## src/rtl/core/wfsa_pkg.sv

```systemverilog
// Shared types and constants for the wraparound-free server assigner.
// No dependencies; compiled first.
`default_nettype none

package wfsa_pkg;

    localparam int MAX_RESULTS = 16;
    localparam int ECNT_W      = $clog2(MAX_RESULTS);
    localparam int TIME_W      = 31;
    localparam int BUSY_W      = 32;
    localparam int COUNT_W     = 16;
    localparam int CFG_W       = 5;
    localparam int OIDX_W      = 4;
    localparam logic [COUNT_W-1:0] COUNT_MAX = '1;
    localparam logic [CFG_W-1:0]   ACTIVE_RESET = 5'd16;

    typedef enum logic [1:0] {
        KIND_ASSIGN = 2'd0,
        KIND_DROP   = 2'd1,
        KIND_BUSY   = 2'd2,
        KIND_NONE   = 2'd3
    } wfsa_kind_t;

    typedef enum logic [2:0] {
        ST_IDLE,
        ST_SEARCH,
        ST_PICK,
        ST_COMMIT,
        ST_RPT_LOAD,
        ST_RPT_SCAN
    } wfsa_state_t;

    typedef struct packed {
        logic commit;
        logic capture;
        logic shift;
    } wfsa_cell_cmd_t;

endpackage

`default_nettype wire

```

## src/rtl/core/wfsa_if.sv

```systemverilog
// Channel interfaces: configuration write, job/report request, result.
// No dependencies.
`default_nettype none

interface wfsa_cfg_if;
    logic       valid;
    logic       ready;
    logic [4:0] active_servers;

    modport source (output valid, output active_servers, input ready);
    modport sink   (input valid, input active_servers, output ready);
endinterface

interface wfsa_req_if;
    logic        valid;
    logic        ready;
    logic        mode;
    logic [30:0] arrival_time;
    logic [30:0] job_duration;

    modport source (output valid, output mode, output arrival_time, output job_duration,
                    input ready);
    modport sink   (input valid, input mode, input arrival_time, input job_duration,
                    output ready);
endinterface

interface wfsa_rsp_if;
    logic        valid;
    logic        ready;
    logic [1:0]  kind;
    logic [3:0]  server_index;
    logic [15:0] served_count;
    logic        last_result;

    modport source (output valid, output kind, output server_index, output served_count,
                    output last_result, input ready);
    modport sink   (input valid, input kind, input server_index, input served_count,
                    input last_result, output ready);
endinterface

`default_nettype wire

```

## src/rtl/core/wfsa_cell.sv

```systemverilog
// One server cell: busy-until time, served count and report hit bit.
// Depends on wfsa_pkg.
`default_nettype none

module wfsa_cell
    import wfsa_pkg::*;
(
    input  logic                clk,
    input  logic                rst_n,
    input  logic [TIME_W-1:0]   arrival,
    input  logic [TIME_W-1:0]   duration,
    input  logic [COUNT_W-1:0]  best,
    input  wfsa_cell_cmd_t      cmd,
    input  logic                grant,
    input  logic                hit_in,
    output logic                free,
    output logic [COUNT_W-1:0]  count,
    output logic                hit
);

    logic [BUSY_W-1:0]  busy_reg;
    logic [BUSY_W-1:0]  busy_next;
    logic [COUNT_W-1:0] count_reg;
    logic [COUNT_W-1:0] count_next;
    logic               hit_reg;
    logic               hit_next;

    assign free  = busy_reg <= {1'b0, arrival};
    assign count = count_reg;
    assign hit   = hit_reg;

    always_comb
    begin
        busy_next  = busy_reg;
        count_next = count_reg;
        hit_next   = hit_reg;
        if (cmd.commit && grant)
        begin
            busy_next = {1'b0, arrival} + {1'b0, duration};
            if (count_reg != COUNT_MAX)
            begin
                count_next = count_reg + COUNT_W'(1);
            end
        end
        if (cmd.capture)
        begin
            hit_next = (count_reg == best);
        end
        else if (cmd.shift)
        begin
            hit_next = hit_in;
        end
    end

    always_ff @(posedge clk or negedge rst_n)
    begin
        if (!rst_n)
        begin
            busy_reg  <= '0;
            count_reg <= '0;
            hit_reg   <= 1'b0;
        end
        else
        begin
            busy_reg  <= busy_next;
            count_reg <= count_next;
            hit_reg   <= hit_next;
        end
    end

endmodule

`default_nettype wire

```

## src/rtl/core/wraparound_free_server_assigner_core.sv

```systemverilog
// Busiest-server job assigner: top level with control sequencer and row of server cells.
// Depends on wfsa_pkg, wfsa_if, wfsa_cell.
//
// Usage:
//   cfg : write of active_servers (0 acts as 1, above SERVERS acts as SERVERS); always ready,
//         it is to be written only while the block is idle; the block does not enforce this.
//   req : mode 0 is a job (arrival_time, job_duration), mode 1 asks for a busiest report.
//   rsp : result items; last_result marks the final item of each request.
// Sequence:
//   A job passes through search, wraparound pick and commit, then the block returns to idle
//   and accepts the next request; its result is registered at commit. When active_servers
//   was lowered to or below the stored request number, search first repeatedly subtracts
//   the active count from it until it is below. A report captures the hit bits, then
//   shifts them down the cell row one server per cycle, holding at a hit while rsp is full.
//   One result waits in the output register while the next request is accepted.
// Reset: all servers free, counts and best count zero, request number zero, 16 active.
// Stall: when rsp is not taken, the sequencer holds before writing the next result;
//   cells neither commit nor shift past a hit until the output register frees up.
`default_nettype none

module wraparound_free_server_assigner_core
    import wfsa_pkg::*;
#(
    parameter int SERVERS = 16
)
(
    input  logic        clk,
    input  logic        rst_n,
    wfsa_cfg_if.sink    cfg,
    wfsa_req_if.sink    req,
    wfsa_rsp_if.source  rsp
);

    localparam int IW = (SERVERS > 1) ? $clog2(SERVERS) : 1;
    localparam int AW = IW + 1;

    wfsa_state_t         state_reg, state_next;
    logic [CFG_W-1:0]    act_cfg_reg;
    logic [IW-1:0]       rn_reg, rn_next;
    logic [TIME_W-1:0]   arr_reg, arr_next;
    logic [TIME_W-1:0]   dur_reg, dur_next;
    logic [SERVERS-1:0]  free_reg, free_next;
    logic [SERVERS-1:0]  grant_reg, grant_next;
    logic [COUNT_W-1:0]  best_reg, best_next;
    logic [IW-1:0]       sidx_reg, sidx_next;
    logic [ECNT_W-1:0]   ecnt_reg, ecnt_next;

    logic                rsp_valid_reg, rsp_valid_next;
    wfsa_kind_t          rsp_kind_reg, rsp_kind_next;
    logic [OIDX_W-1:0]   rsp_idx_reg, rsp_idx_next;
    logic [COUNT_W-1:0]  rsp_cnt_reg, rsp_cnt_next;
    logic                rsp_last_reg, rsp_last_next;

    logic [AW-1:0]       act;
    logic [SERVERS-1:0]  act_mask;
    logic [SERVERS-1:0]  cell_free;
    logic [SERVERS-1:0]  cell_hit;
    logic [COUNT_W-1:0]  cell_cnt [SERVERS];
    wfsa_cell_cmd_t      cmd;
    logic                out_free;

    assign cfg.ready        = 1'b1;
    assign req.ready        = (state_reg == ST_IDLE);
    assign rsp.valid        = rsp_valid_reg;
    assign rsp.kind         = rsp_kind_reg;
    assign rsp.server_index = rsp_idx_reg;
    assign rsp.served_count = rsp_cnt_reg;
    assign rsp.last_result  = rsp_last_reg;

    assign out_free = !rsp_valid_reg || rsp.ready;

    always_comb
    begin
        logic [6:0] a_ext;
        a_ext = {2'b00, act_cfg_reg};
        if (a_ext == 7'd0)
        begin
            act = AW'(1);
        end
        else if (a_ext > 7'(SERVERS))
        begin
            act = AW'(SERVERS);
        end
        else
        begin
            act = AW'(a_ext);
        end
        for (int i = 0; i < SERVERS; i++)
        begin
            act_mask[i] = (AW'(i) < act);
        end
    end

    for (genvar g = 0; g < SERVERS; g++)
    begin : g_cell
        logic hit_in;
        if (g == SERVERS - 1)
        begin : g_tail
            assign hit_in = 1'b0;
        end
        else
        begin : g_link
            assign hit_in = cell_hit[g+1];
        end

        wfsa_cell u_cell (
            .clk      (clk),
            .rst_n    (rst_n),
            .arrival  (arr_reg),
            .duration (dur_reg),
            .best     (best_reg),
            .cmd      (cmd),
            .grant    (grant_reg[g]),
            .hit_in   (hit_in),
            .free     (cell_free[g]),
            .count    (cell_cnt[g]),
            .hit      (cell_hit[g])
        );
    end

    always_comb
    begin
        logic [SERVERS-1:0]  lo_mask;
        logic [SERVERS-1:0]  hi_free;
        logic [SERVERS-1:0]  src;
        logic [AW-1:0]       start_inc;
        logic [IW-1:0]       gidx;
        logic [IW+3:0]       wide_idx;
        logic [COUNT_W-1:0]  sel_cnt;
        logic [COUNT_W-1:0]  new_cnt;
        logic                more_hits;

        state_next     = state_reg;
        rn_next        = rn_reg;
        arr_next       = arr_reg;
        dur_next       = dur_reg;
        free_next      = free_reg;
        grant_next     = grant_reg;
        best_next      = best_reg;
        sidx_next      = sidx_reg;
        ecnt_next      = ecnt_reg;
        rsp_valid_next = rsp_valid_reg && !rsp.ready;
        rsp_kind_next  = rsp_kind_reg;
        rsp_idx_next   = rsp_idx_reg;
        rsp_cnt_next   = rsp_cnt_reg;
        rsp_last_next  = rsp_last_reg;
        cmd            = '0;

        for (int i = 0; i < SERVERS; i++)
        begin
            lo_mask[i] = (IW'(i) < rn_reg);
        end
        hi_free   = free_reg & ~lo_mask;
        src       = (hi_free != '0) ? hi_free : free_reg;
        start_inc = {1'b0, rn_reg} + AW'(1);

        gidx    = '0;
        sel_cnt = '0;
        for (int i = 0; i < SERVERS; i++)
        begin
            if (grant_reg[i])
            begin
                gidx    = gidx | IW'(i);
                sel_cnt = sel_cnt | cell_cnt[i];
            end
        end
        new_cnt   = (sel_cnt == COUNT_MAX) ? sel_cnt : sel_cnt + COUNT_W'(1);
        more_hits = (cell_hit >> 1) != '0;
        wide_idx  = '0;

        unique case (state_reg)
            ST_IDLE:
            begin
                if (req.valid)
                begin
                    arr_next = req.arrival_time;
                    dur_next = req.job_duration;
                    if (req.mode)
                    begin
                        state_next = ST_RPT_LOAD;
                    end
                    else
                    begin
                        state_next = ST_SEARCH;
                    end
                end
            end
            ST_SEARCH:
            begin
                // bring a stale request number back under the active count
                if ({1'b0, rn_reg} >= act)
                begin
                    rn_next = IW'({1'b0, rn_reg} - act);
                end
                else
                begin
                    free_next  = cell_free & act_mask;
                    state_next = ST_PICK;
                end
            end
            ST_PICK:
            begin
                grant_next = src & (~src + SERVERS'(1));
                rn_next    = (start_inc == act) ? '0 : IW'(start_inc);
                state_next = ST_COMMIT;
            end
            ST_COMMIT:
            begin
                if (out_free)
                begin
                    rsp_valid_next = 1'b1;
                    rsp_last_next  = 1'b1;
                    if (grant_reg != '0)
                    begin
                        cmd.commit    = 1'b1;
                        wide_idx      = {4'b0000, gidx};
                        rsp_kind_next = KIND_ASSIGN;
                        rsp_idx_next  = wide_idx[OIDX_W-1:0];
                        rsp_cnt_next  = new_cnt;
                        if (new_cnt > best_reg)
                        begin
                            best_next = new_cnt;
                        end
                    end
                    else
                    begin
                        rsp_kind_next = KIND_DROP;
                        rsp_idx_next  = '0;
                        rsp_cnt_next  = '0;
                    end
                    state_next = ST_IDLE;
                end
            end
            ST_RPT_LOAD:
            begin
                if (best_reg == '0)
                begin
                    if (out_free)
                    begin
                        rsp_valid_next = 1'b1;
                        rsp_kind_next  = KIND_NONE;
                        rsp_idx_next   = '0;
                        rsp_cnt_next   = '0;
                        rsp_last_next  = 1'b1;
                        state_next     = ST_IDLE;
                    end
                end
                else
                begin
                    cmd.capture = 1'b1;
                    sidx_next   = '0;
                    ecnt_next   = '0;
                    state_next  = ST_RPT_SCAN;
                end
            end
            ST_RPT_SCAN:
            begin
                if (cell_hit[0])
                begin
                    if (out_free)
                    begin
                        wide_idx       = {4'b0000, sidx_reg};
                        rsp_valid_next = 1'b1;
                        rsp_kind_next  = KIND_BUSY;
                        rsp_idx_next   = wide_idx[OIDX_W-1:0];
                        rsp_cnt_next   = best_reg;
                        rsp_last_next  = !more_hits || (ecnt_reg == ECNT_W'(MAX_RESULTS - 1));
                        cmd.shift      = 1'b1;
                        sidx_next      = sidx_reg + IW'(1);
                        ecnt_next      = ecnt_reg + ECNT_W'(1);
                        if (rsp_last_next)
                        begin
                            state_next = ST_IDLE;
                        end
                    end
                end
                else
                begin
                    cmd.shift = 1'b1;
                    sidx_next = sidx_reg + IW'(1);
                    if (sidx_reg == IW'(SERVERS - 1))
                    begin
                        state_next = ST_IDLE;
                    end
                end
            end
            default:
            begin
                state_next = ST_IDLE;
            end
        endcase
    end

    always_ff @(posedge clk or negedge rst_n)
    begin
        if (!rst_n)
        begin
            state_reg     <= ST_IDLE;
            act_cfg_reg   <= ACTIVE_RESET;
            rn_reg        <= '0;
            best_reg      <= '0;
            sidx_reg      <= '0;
            ecnt_reg      <= '0;
            grant_reg     <= '0;
            rsp_valid_reg <= 1'b0;
        end
        else
        begin
            state_reg     <= state_next;
            rn_reg        <= rn_next;
            best_reg      <= best_next;
            sidx_reg      <= sidx_next;
            ecnt_reg      <= ecnt_next;
            grant_reg     <= grant_next;
            rsp_valid_reg <= rsp_valid_next;
            if (cfg.valid)
            begin
                act_cfg_reg <= cfg.active_servers;
            end
        end
    end

    always_ff @(posedge clk)
    begin
        arr_reg      <= arr_next;
        dur_reg      <= dur_next;
        free_reg     <= free_next;
        rsp_kind_reg <= rsp_kind_next;
        rsp_idx_reg  <= rsp_idx_next;
        rsp_cnt_reg  <= rsp_cnt_next;
        rsp_last_reg <= rsp_last_next;
    end

endmodule

`default_nettype wire

```

## src/flat_wrapper.sv

```systemverilog
// flat-port wrapper written by rule: the top's interface ports become plain ports
module wraparound_free_server_assigner_core_flat import wfsa_pkg::*;
#(
    parameter int SERVERS = 16
)
  (clk, rst_n, cfg_valid, cfg_active_servers, cfg_ready, req_valid, req_mode, req_arrival_time, req_job_duration, req_ready, rsp_valid, rsp_kind, rsp_server_index, rsp_served_count, rsp_last_result, rsp_ready);
  wfsa_cfg_if cfg_i ();
  wfsa_req_if req_i ();
  wfsa_rsp_if rsp_i ();
  input  logic clk;
  input  logic rst_n;
  input wire logic [$bits(cfg_i.valid)-1:0] cfg_valid;
  input wire logic [$bits(cfg_i.active_servers)-1:0] cfg_active_servers;
  output wire logic [$bits(cfg_i.ready)-1:0] cfg_ready;
  input wire logic [$bits(req_i.valid)-1:0] req_valid;
  input wire logic [$bits(req_i.mode)-1:0] req_mode;
  input wire logic [$bits(req_i.arrival_time)-1:0] req_arrival_time;
  input wire logic [$bits(req_i.job_duration)-1:0] req_job_duration;
  output wire logic [$bits(req_i.ready)-1:0] req_ready;
  output wire logic [$bits(rsp_i.valid)-1:0] rsp_valid;
  output wire logic [$bits(rsp_i.kind)-1:0] rsp_kind;
  output wire logic [$bits(rsp_i.server_index)-1:0] rsp_server_index;
  output wire logic [$bits(rsp_i.served_count)-1:0] rsp_served_count;
  output wire logic [$bits(rsp_i.last_result)-1:0] rsp_last_result;
  input wire logic [$bits(rsp_i.ready)-1:0] rsp_ready;
  assign cfg_i.valid = cfg_valid;
  assign cfg_i.active_servers = cfg_active_servers;
  assign cfg_ready = cfg_i.ready;
  assign req_i.valid = req_valid;
  assign req_i.mode = req_mode;
  assign req_i.arrival_time = req_arrival_time;
  assign req_i.job_duration = req_job_duration;
  assign req_ready = req_i.ready;
  assign rsp_valid = rsp_i.valid;
  assign rsp_kind = rsp_i.kind;
  assign rsp_server_index = rsp_i.server_index;
  assign rsp_served_count = rsp_i.served_count;
  assign rsp_last_result = rsp_i.last_result;
  assign rsp_i.ready = rsp_ready;
  wraparound_free_server_assigner_core #(.SERVERS(SERVERS)) u_core (.clk(clk), .rst_n(rst_n), .cfg(cfg_i), .req(req_i), .rsp(rsp_i));
endmodule
```

## config.mk

```make
export PLATFORM = sky130hd
export DESIGN_NAME = wraparound_free_server_assigner_core_flat
export DESIGN_NICKNAME = d
export VERILOG_FILES = /design/src/rtl/core/wfsa_pkg.sv /design/src/rtl/core/wfsa_if.sv /design/src/rtl/core/wfsa_cell.sv /design/src/rtl/core/wraparound_free_server_assigner_core.sv /design/src/flat_wrapper.sv
export SDC_FILE = /design/constraint.sdc
export NUM_CORES = 2
export LEC_CHECK = 0
export ABC_AREA = 0
export BUFFER_PORTS_ARGS = -buffer_cell sky130_fd_sc_hd__buf_2
export CAP_MARGIN = 10
export CORE_MARGIN = 8
export CORE_UTILIZATION = 69
export CTS_BUF_LIST = sky130_fd_sc_hd__clkbuf_8 sky130_fd_sc_hd__clkbuf_16
export DETAILED_ROUTE_END_ITERATION = 16
export PLACE_DENSITY = 0.86
export SLEW_MARGIN = 20
export SYNTH_ARGS = -nofsm -noshare
export SYNTH_HDL_FRONTEND = slang
export SYNTH_SLANG_ARGS = --single-unit
```

## constraint.sdc

```tcl
create_clock -name clk -period 9.15 [get_ports clk]
set_input_delay 0.915 -clock clk [delete_from_list [all_inputs] [get_ports clk]]
set_output_delay 0.915 -clock clk [all_outputs]
set_load 0.02 [all_outputs]
```

==> impl_metrics.ini <==
[finish]
area_growth_pct = 9.438
multi_input_area_um2 = 29120
final_nets = 6158
largest_reg_flops = 512
instances_no_fill = 6651
drive_gt1_frac = 0.09360
nFillCells = 5155
seq_area_um2 = 23980

[sta]
worstMarginPinSlew_ns = 1.306
hold_violations = 0
slew_viol_final = 0
setup_viol = 0
skew_ns = 0.04195
setup_slack_ns = 3.330
final.setup.tns_ns = 0
max_freq_ghz = 0.1718
worst_hold_slack_ns = 0.2480
rsz0062_at_grt = no
period_minus_slack_ns = 5.820
finalCritPeriodShare = 0.6361
max_slew_margin = 0.1214

[run_status]
outcome = finished clean

[cts]
cts_setup_buffers = 0
h-tree-depth = 3
cts_hold_buffers = 0
cts_resized = 0
clk_pin_slew_worst_paths_ns = 0.06
tritoncts = built
cts_root_buf = clkbuf_16
clock_latency_ns = 0.70
clock-sinks = 938
cts_buffers = 99
cts_max_path_buffers = 3

[run]
drv_cap = 0

[global_routing]
use_met1 = 0.4707
antenna_found_initial = 4
met2_usage = 0.6039
busiest_layer = met2
grt_max_degree = 164
use_met3 = 0.09078
grt_pass1_vias = 45500
grt_pass1_wl_mm = 269.9
track_usage = 0.3943
overflow = 0

[yosys]
synth_top_flop_cell = dfrtp_1
yosysTopAreaCell = dfrtp_1
synthCells = 5500
ys_ff_latch = 938
syn_area_um2 = 54400
synth.most_common_cell = dfrtp_1
yosys-top-cells-count = dfrtp_1, nand2_1, o21ai_0
postSynthAreaPerCell_um2 = 9.892
yosysWarnings = 0
synthTopCellsByArea = dfrtp_1, ha_1, xnor2_1
yosysSeqAreaShare = 0.4408
synth_edf_count = 101
synthArstFlopShare = 0.8923
syn_nets = 6143
synth_top_area_frac = 0.3845
synth.distinct_cells = 93

[placed_design]
port_buffers = 97
gp_congestion = 1.036
dpl.hpwl_mm = 118.7
dp_worst_setup_slack_ns = 3.608
placedCellCount = 6464

[route]
drt_iter0_drc = 5178
drt_pass1_iterations = 6
remaining_drc_errors = 0
vias_per_cell = 6.819
totalWireLength_mm = 177.7
via_count = 45350
wl_per_cell_um = 26.71
antenna_left = 0

[worst_setup_path]
reg2reg_slack_ns = 3.33
rr_endpoint = u_core.best_reg[1]
crit_path_top_delay_cell = a221oi_1
required_ns = 9.71
cpMostUsedCell = o21ai_0
crit_arrival_ns = 6.38
cp-end-kind = register
r2r_cells = 20
crit_type = reg2reg
critPathMaxStageDelay_ns = 0.74
crit_chain = a22o_1 > a221oi_1 > and4_1 > inv_1 > ha_1 > nor3b_1 > and2_1 > nand3_2 > nand2_1 > o21ai_0 > ha_1 > nor2b_1 > o21a_1 > o21ai_0 > nand2b_1 > a211oi_1 > o21ai_0 > a21oi_1 > nand3b_1 > mux2_2
cp-start-kind = register
path_max_fanout = 19
r2r-start = u_core.grant_reg[6]

[floorplanning]
io_pins = 99
die_h_um = 296.8
initial_core_util = 0.6932
die_w_um = 296.8
coreArea_um2 = 78480
dieArea_um2 = 88090
rows = 103

[pwr]
p_leak_uw = 0.02807
p_per_area_nw_per_um2 = 241.9
power_uw = 14400
vdd_drop_max_mv = 0.2413

[min_path]
worstHoldPathType = in2async
==> kinds of logic (layout without fill, tap and decap cells) <==
kind of cell / after synthesis / in the layout / share of synthesized area
AOI/OAI and AO/OA: 1282 / 1282 / 0.1453
xor gates and xnor gates: 521 / 521 / 0.08387
adders and majority gates: 572 / 572 / 0.1317
buffers and inverters: 388 / 486 / 0.02852
DFF: 938 / 938 / 0.4408
muxes: 86 / 86 / 0.01762
other: 1 / 4 / 0.00006893
and+or+nand+nor: 1712 / 1712 / 0.1521
==> critical path: cells and delay by family, from the launching register on <==
family / cells / cell delay, ns
flops: 1 / 0.71
buf+inv: 1 / 0.07
fa+ha+maj: 2 / 0.53
compound gates: 8 / 2.09
mux: 1 / 0.42
simple gates: 8 / 1.90
==> report_power, final <==
group          internal [uW]  leakage, uW  total, uW  switching, uW
clock                   2470      0.00178       4250           1780
combinational           1540       0.0139       4600           3070
sequential              4910       0.0124       5550            635
total                   8930       0.0281      14400           5480
==> worst max path at each step <==
stage	cells past startpoint	from	endpoint	slack, ns
2_1_floorplan	22	u_core.grant_reg[5]	u_core.best_reg[10]	4.77
5_1_grt	20	u_core.grant_reg[6]	u_core.best_reg[11]	2.99
6_report	20	u_core.grant_reg[6]	u_core.best_reg[1]	3.33
3_3_place_gp	19	u_core.grant_reg[9]	u_core.best_reg[10]	3.73
3_5_place_dp	19	u_core.grant_reg[5]	u_core.best_reg[5]	3.61
4_1_cts	19	u_core.grant_reg[5]	u_core.best_reg[5]	3.62
==> metal layers <==
metal,up-vias,part of all wire
met1,21790,0.36
met5,-,0.00016
met3,929,0.10
met4,4,0.10
met2,2803,0.44
li1,19830,-
==> per-stage QoR <==
step	util	instance area [um2]
final	0.7586	59540
after global routing	0.7585	59530
after CTS	0.7581	59500
after detailed placement	0.7138	56020
after global placement	0.7137	56020
after floorplan	-	54400
==> layout make-up <==
| type | instances | area share |
|---|---|---|
| multi-input combinational | 4174 | 0.4890 |
| tap | 1050 | 0.02207 |
| timing repair buffer | 191 | 0.02066 |
| sequential | 938 | 0.4028 |
| inverter | 111 | 0.006998 |
| clock inverter | 57 | 0.009541 |
| clock buffer | 127 | 0.04884 |
| antenna | 3 | 0.0001261 |
==> placed cells by master (no fill, tap or decap), types with 12 or more instances in the layout <==
master     instances
dfrtp_1          835
nand2_1          749
o21ai_0          592
ha_1             568
xnor2_1          374
nand4_1          206
a21oi_1          200
nor2_1           191
nand3_1          137
xor2_1           130
inv_1            126
a21o_1           109
clkbuf_16        103
edfxtp_1         101
buf_2             96
buf_4             91
mux2_2            78
a22o_1            75
nor2b_1           69
a221oi_1          63
nor3_1            60
nor4_1            54
and3_1            54
o21a_1            48
nand2b_1          44
a31oi_1           39
and4_1            26
o31ai_1           24
clkbuf_8          24
and2_1            20
o211ai_1          20
clkinv_2          19
nand2_2           16
a211oi_1          15
or2_2             14
nor3b_1           12
No activity file was read; power rests on OpenSTA's default activity.
